$ cat config.mk
export PLATFORM = sky130hd
export DESIGN_NAME = tme_ctrl
export DESIGN_NICKNAME = d
export VERILOG_FILES = /design/src/hw/rtl/tme_pkg.sv /design/src/hw/rtl/tme_ctrl.sv
export SDC_FILE = /design/constraint.sdc
export NUM_CORES = 1
export LEC_CHECK = 0
export BUFFER_PORTS_ARGS = -buffer_cell sky130_fd_sc_hd__buf_4
export CAP_MARGIN = 40
export CORE_MARGIN = 1.5
export CORE_UTILIZATION = 45
export CTS_CLUSTER_DIAMETER = 120
export DETAILED_ROUTE_END_ITERATION = 10
export GPL_TIMING_DRIVEN = 0
export PLACE_DENSITY = 0.71
export SYNTH_ARGS = -nofsm -noshare
export SYNTH_HDL_FRONTEND = slang
export SYNTH_SLANG_ARGS = --single-unit
$ cat constraint.sdc
create_clock -name aclk -period 2 [get_ports aclk]
set_clock_uncertainty 0.05 [all_clocks]
set_input_delay 0.3 -clock aclk [delete_from_list [all_inputs] [get_ports aclk]]
set_output_delay 0.3 -clock aclk [all_outputs]
set_load 0.02 [all_outputs]
$ cat src/hw/rtl/tme_pkg.sv
// ----------------------------------------------------------------------------
// tme_pkg
// Types, opcodes and controller/datapath signal groups shared across the
// tape machine executor.
// ----------------------------------------------------------------------------
package tme_pkg;

    // instruction kinds
    localparam logic [3:0] OP_ADD    = 4'd0;
    localparam logic [3:0] OP_SUB    = 4'd1;
    localparam logic [3:0] OP_MVR    = 4'd2;
    localparam logic [3:0] OP_LEFT   = 4'd3;
    localparam logic [3:0] OP_OUT    = 4'd4;
    localparam logic [3:0] OP_IN     = 4'd5;
    localparam logic [3:0] OP_JZ     = 4'd6;
    localparam logic [3:0] OP_JNZ    = 4'd7;
    localparam logic [3:0] OP_CLR    = 4'd8;
    localparam logic [3:0] OP_MOVE   = 4'd9;
    localparam logic [3:0] OP_DIST   = 4'd10;
    localparam logic [3:0] OP_SCANR  = 4'd11;
    localparam logic [3:0] OP_SCANL  = 4'd12;
    localparam logic [3:0] OP_SET    = 4'd13;
    localparam logic [3:0] OP_PAIR   = 4'd14;

    typedef struct packed {
        logic [3:0]         opcode;
        logic [14:0]        instr_index;
        logic signed [15:0] arg_first;
        logic signed [15:0] arg_second;
        logic signed [15:0] arg_third;
        logic signed [15:0] arg_fourth;
        logic [7:0]         in_byte_first;
        logic [7:0]         in_byte_second;
    } in_item_t;

    typedef struct packed {
        logic [14:0] next_index;
        logic        jump_taken;
        logic [1:0]  out_count;
        logic [7:0]  out_byte_first;
        logic [7:0]  out_byte_second;
        logic [14:0] cell_pointer;
    } out_item_t;

    // controller to datapath
    typedef struct packed {
        logic clear_we;
        logic load_item;
        logic load_cell;
        logic exec;
        logic tgt_read;
        logic tgt_write;
        logic tgt_next;
        logic zero_write;
        logic mod_start;
        logic mod_step;
        logic load_out;
    } cmd_t;

    // datapath to controller
    typedef struct packed {
        logic clear_last;
        logic op_move;
        logic op_scan;
        logic pair_first;
        logic cell_zero;
        logic scan_go;
        logic tgt_in_range;
        logic tgt_more;
        logic mod_last;
        logic out_busy;
    } status_t;

    // codes that act as a simple cell or pointer operation
    function automatic logic is_simple(input logic [3:0] code);
        is_simple = (code == OP_ADD) || (code == OP_SUB) || (code == OP_MVR) ||
                    (code == OP_LEFT) || (code == OP_OUT) || (code == OP_IN) ||
                    (code == OP_CLR) || (code == OP_SET);
    endfunction

endpackage

$ cat src/hw/rtl/tme_ctrl.sv
// ----------------------------------------------------------------------------
// tme_ctrl
// Sequencer for the tape machine executor: clearing pass, item fetch,
// execute, target read-modify-writes, index modulo and result handoff.
// ----------------------------------------------------------------------------
module tme_ctrl (
    input  logic              aclk,
    input  logic              aresetn,
    input  logic              s_valid,
    output logic              s_ready,
    input  tme_pkg::status_t  st,
    output tme_pkg::cmd_t     cmd
);

    import tme_pkg::*;

    typedef enum logic [10:0] {
        ST_CLEAR   = 11'b000_0000_0001,
        ST_IDLE    = 11'b000_0000_0010,
        ST_FETCH   = 11'b000_0000_0100,
        ST_LOAD    = 11'b000_0000_1000,
        ST_EXEC    = 11'b000_0001_0000,
        ST_TREAD   = 11'b000_0010_0000,
        ST_TLOAD   = 11'b000_0100_0000,
        ST_ZERO    = 11'b000_1000_0000,
        ST_MODINIT = 11'b001_0000_0000,
        ST_MOD     = 11'b010_0000_0000,
        ST_RESULT  = 11'b100_0000_0000
    } state_t;

    state_t state_reg, state_next;

    always_comb begin
        state_next = state_reg;
        cmd        = '0;
        s_ready    = 1'b0;
        unique case (state_reg)
            ST_CLEAR: begin
                cmd.clear_we = 1'b1;
                if (st.clear_last) begin
                    state_next = ST_IDLE;
                end
            end
            ST_IDLE: begin
                s_ready = 1'b1;
                if (s_valid) begin
                    cmd.load_item = 1'b1;
                    state_next    = ST_FETCH;
                end
            end
            ST_FETCH: begin
                // tape read of the current cell is in flight
                state_next = ST_LOAD;
            end
            ST_LOAD: begin
                cmd.load_cell = 1'b1;
                state_next    = ST_EXEC;
            end
            ST_EXEC: begin
                cmd.exec = 1'b1;
                priority if (st.op_move) begin
                    state_next = st.cell_zero ? ST_ZERO : ST_TREAD;
                end else if (st.op_scan) begin
                    state_next = st.scan_go ? ST_FETCH : ST_MODINIT;
                end else if (st.pair_first) begin
                    // second sub-op works on the refreshed current cell
                    state_next = ST_FETCH;
                end else begin
                    state_next = ST_MODINIT;
                end
            end
            ST_TREAD: begin
                cmd.tgt_read = 1'b1;
                priority if (st.tgt_in_range) begin
                    state_next = ST_TLOAD;
                end else if (st.tgt_more) begin
                    cmd.tgt_next = 1'b1;
                end else begin
                    state_next = ST_ZERO;
                end
            end
            ST_TLOAD: begin
                cmd.tgt_write = 1'b1;
                if (st.tgt_more) begin
                    cmd.tgt_next = 1'b1;
                    state_next   = ST_TREAD;
                end else begin
                    state_next = ST_ZERO;
                end
            end
            ST_ZERO: begin
                cmd.zero_write = 1'b1;
                state_next     = ST_MODINIT;
            end
            ST_MODINIT: begin
                cmd.mod_start = 1'b1;
                state_next    = ST_MOD;
            end
            ST_MOD: begin
                cmd.mod_step = 1'b1;
                if (st.mod_last) begin
                    state_next = ST_RESULT;
                end
            end
            ST_RESULT: begin
                if (!st.out_busy) begin
                    cmd.load_out = 1'b1;
                    state_next   = ST_IDLE;
                end
            end
            default: begin
                state_next = ST_CLEAR;
            end
        endcase
    end

    always_ff @(posedge aclk) begin
        if (!aresetn) begin
            state_reg <= ST_CLEAR;
        end else begin
            state_reg <= state_next;
        end
    end

endmodule

==> results.yml <==
outcome:
  status: "completed"
layout:
  antenna_cells: 0
  final_nets: 158
  finish.utilization_pct: 70.2
  largest_reg_flops: 11
  final_common_cell: "buf_4"
  drive_gt1_share_pct: 40.3
  final_cell_mix: "buf_4 (30), nor2_1 (11), nand2b_1 (8), nand2_1 (8), o21ai_0 (7)"
  syn_to_final_growth_pct: 45.5
die:
  die_h_um: 46.0
  fp-row-count: 15
  die_area_um2: 2120
  io_pins: 25
  initial_core_util_pct: 48.3
  die_w_um: 46.0
  coreArea_um2: 1730
logic_synthesis:
  synth.distinct_cells: 38
  yosys_warnings: 0
  netlist_instances: 111
  seq_area_frac_synth_pct: 26.4
  synthesis.area_um2: 833
  syn_nets: 124
  syn_area_per_cell_um2: 7.51
  ys_ff_latch: 11
cts:
  cts-root-buf: "clkbuf_4"
  clk_latency_ps: 280
  cts_made_buffers: 3
  cts_buffer_depth: 2
  tritoncts: "built"
  clkSinkCount: 11
  clk_pin_slew_ps: 80
  htree_num_levels: 1
  postCtsHoldBufs: 0
critical_path:
  reg2reg_setup_slack_ps: 60
  critPathRequiredTime_ps: 1650
  endpoint: "cmd[2]"
  end_kind: "output pin"
  reg2reg_from: "state_reg[10]"
  crit_fanout: 6
  crit_type: "reg2out"
  cp_cell_sequence: "nor4_4 > nand2_2 > nor4_2 > buf_4"
  startpoint: "state_reg[6]"
  rr_worst_depth: 6
  cp-start-kind: "register"
  r2r-end: "state_reg[10]"
  critPathSlowestCell: "nor4_4"
  arrival_ps: 1650
  slowest_delay_ps: 370
timing:
  final_hold_viol_count: 0
  postLayoutSetupSlackWorst_ps: 0.903
  rsz0062_at_grt: "yes"
  relSlewSlack_pct: 63.8
  period_needed_ps: 2000
  setup_viol: 0
  min_period_over_period_pct: 100
  fin_hold_ws_ps: 211
  slew_viol_final: 0
  timing.fmax_mhz: 500
  worst_slew_pin_slew_ps: 539
  setup_tns_ps: 0
placement:
  io_buffers: 24
  place_hpwl_mm: 1.75
  gp_congestion: 0.903
  dp_worst_setup_slack_ps: 22.6
drt:
  drt_wl_total_mm: 2.44
  ant_nets: 0
  post_drt_wl_per_cell_um: 14.4
  routed_via_density: 5.70
  post-route-drc-count: 0
  vias: 963
  drtIter0Drc: 14
  drt_pass1_iterations: 4
grt:
  grt_pass1_vias: 884
  grt_pass1_wl_mm: 3.77
  grt_overflow: 0
  grt_usage_pct: 24.7
  grt_max_degree: 12
  antenna_found_initial: 0
pwr:
  powerDensity_nw_per_um2: 681
  worst_ir_drop_vdd_mv: 0.393
  power_mw: 0.825
  p_leak_nw: 0.503
worst_hold_path:
  hold_start: "st[3]"
  hp-class: "in2reg"
flow_run:
  maxCapViolations: 0
==> cells by family after synthesis <==
group           count (synthesis)  share of synthesized area (%)
compound gates                 21                           16.7
simple gates                   65                           46.5
buf+inv                        10                           5.71
mux                             2                           2.55
xor+xnor                        2                           2.10
flops                          11                           26.4
==> where the power goes <==
group / switching, mW / internal, mW
clock: 0.0807 / 0.0774
sequential: 0.0206 / 0.234
combinational: 0.233 / 0.180
==> stage by stage <==
stage,std cells,cell area (µm²)
floorplan,111,833
global placement,160,1040
detailed placement,160,1040
CTS,165,1130
global route,169,1210
finish,169,1210
==> critical path: cells and delay by family (launching register included) <==
| kind | cells | cell delay [ps] |
|---|---|---|
| simple gates | 3 | 830 |
| flops | 1 | 350 |
| buf+inv | 1 | 190 |
==> layer usage <==
metal / up-vias / wire [µm] / GRT usage [%]
met1: 445 / 1040 / 31.2
met2: 35 / 1230 / 42.5
li1: 476 / - / -
met5: - / 0 / 0
met3: 7 / 107 / 2.38
met4: 0 / 55 / 9.71
==> layout make-up <==
type                            instances  area, µm²
Timing Repair Buffer                   30        225
Tap cell                               25       31.3
Sequential cell                        11        228
Fill cell                             158        514
Buffer                                  3       21.3
Inverter                                6       22.5
Multi-Input combinational cell         90        658
Clock buffer                            4       26.3
==> Yosys cell counts, drive strengths merged <==
library cell / n / area (µm²)
or3: 1 / 6.26
nor4b: 1 / 15.0
mux2i: 1 / 10.0
a21oi: 1 / 5.00
a22oi: 1 / 7.51
nor2b: 2 / 12.5
buf: 3 / 21.3
nand3: 3 / 15.0
nor4: 10 / 75.1
nor2: 11 / 41.3
clkbuf: 1 / 3.75
or2: 4 / 25.0
mux2: 1 / 11.3
a211o: 1 / 8.76
dfxtp: 11 / 220
and3: 2 / 12.5
a2111oi: 2 / 17.5
inv: 6 / 22.5
o21ai: 8 / 40.0
and4: 1 / 8.76
nand4: 1 / 6.26
xor2: 2 / 17.5
nand3b: 3 / 22.5
or4: 1 / 7.51
a21boi: 1 / 7.51
a31oi: 2 / 12.5
nor3: 6 / 40.0
o32a: 1 / 10.0
a211oi: 3 / 22.5
a21o: 1 / 7.51
nand2b: 8 / 50.1
nand2: 10 / 37.5
and4bb: 1 / 12.5
==> what timing repair did <==
item	CTS	global route
buffers inserted	2	4
setup endpoints to repair	5	10
resized for setup	13	9
pin swaps	3	6
==> how the worst min path moves through the flow <==
stage | endpoint | cells after the start
after floorplan | state_reg[9] | 2
after global placement | state_reg[3] | 2
after detailed placement | state_reg[3] | 1
after CTS | state_reg[6] | 2
after global routing | state_reg[6] | 2
final | state_reg[6] | 2
(Power assumes the default switching activity.)
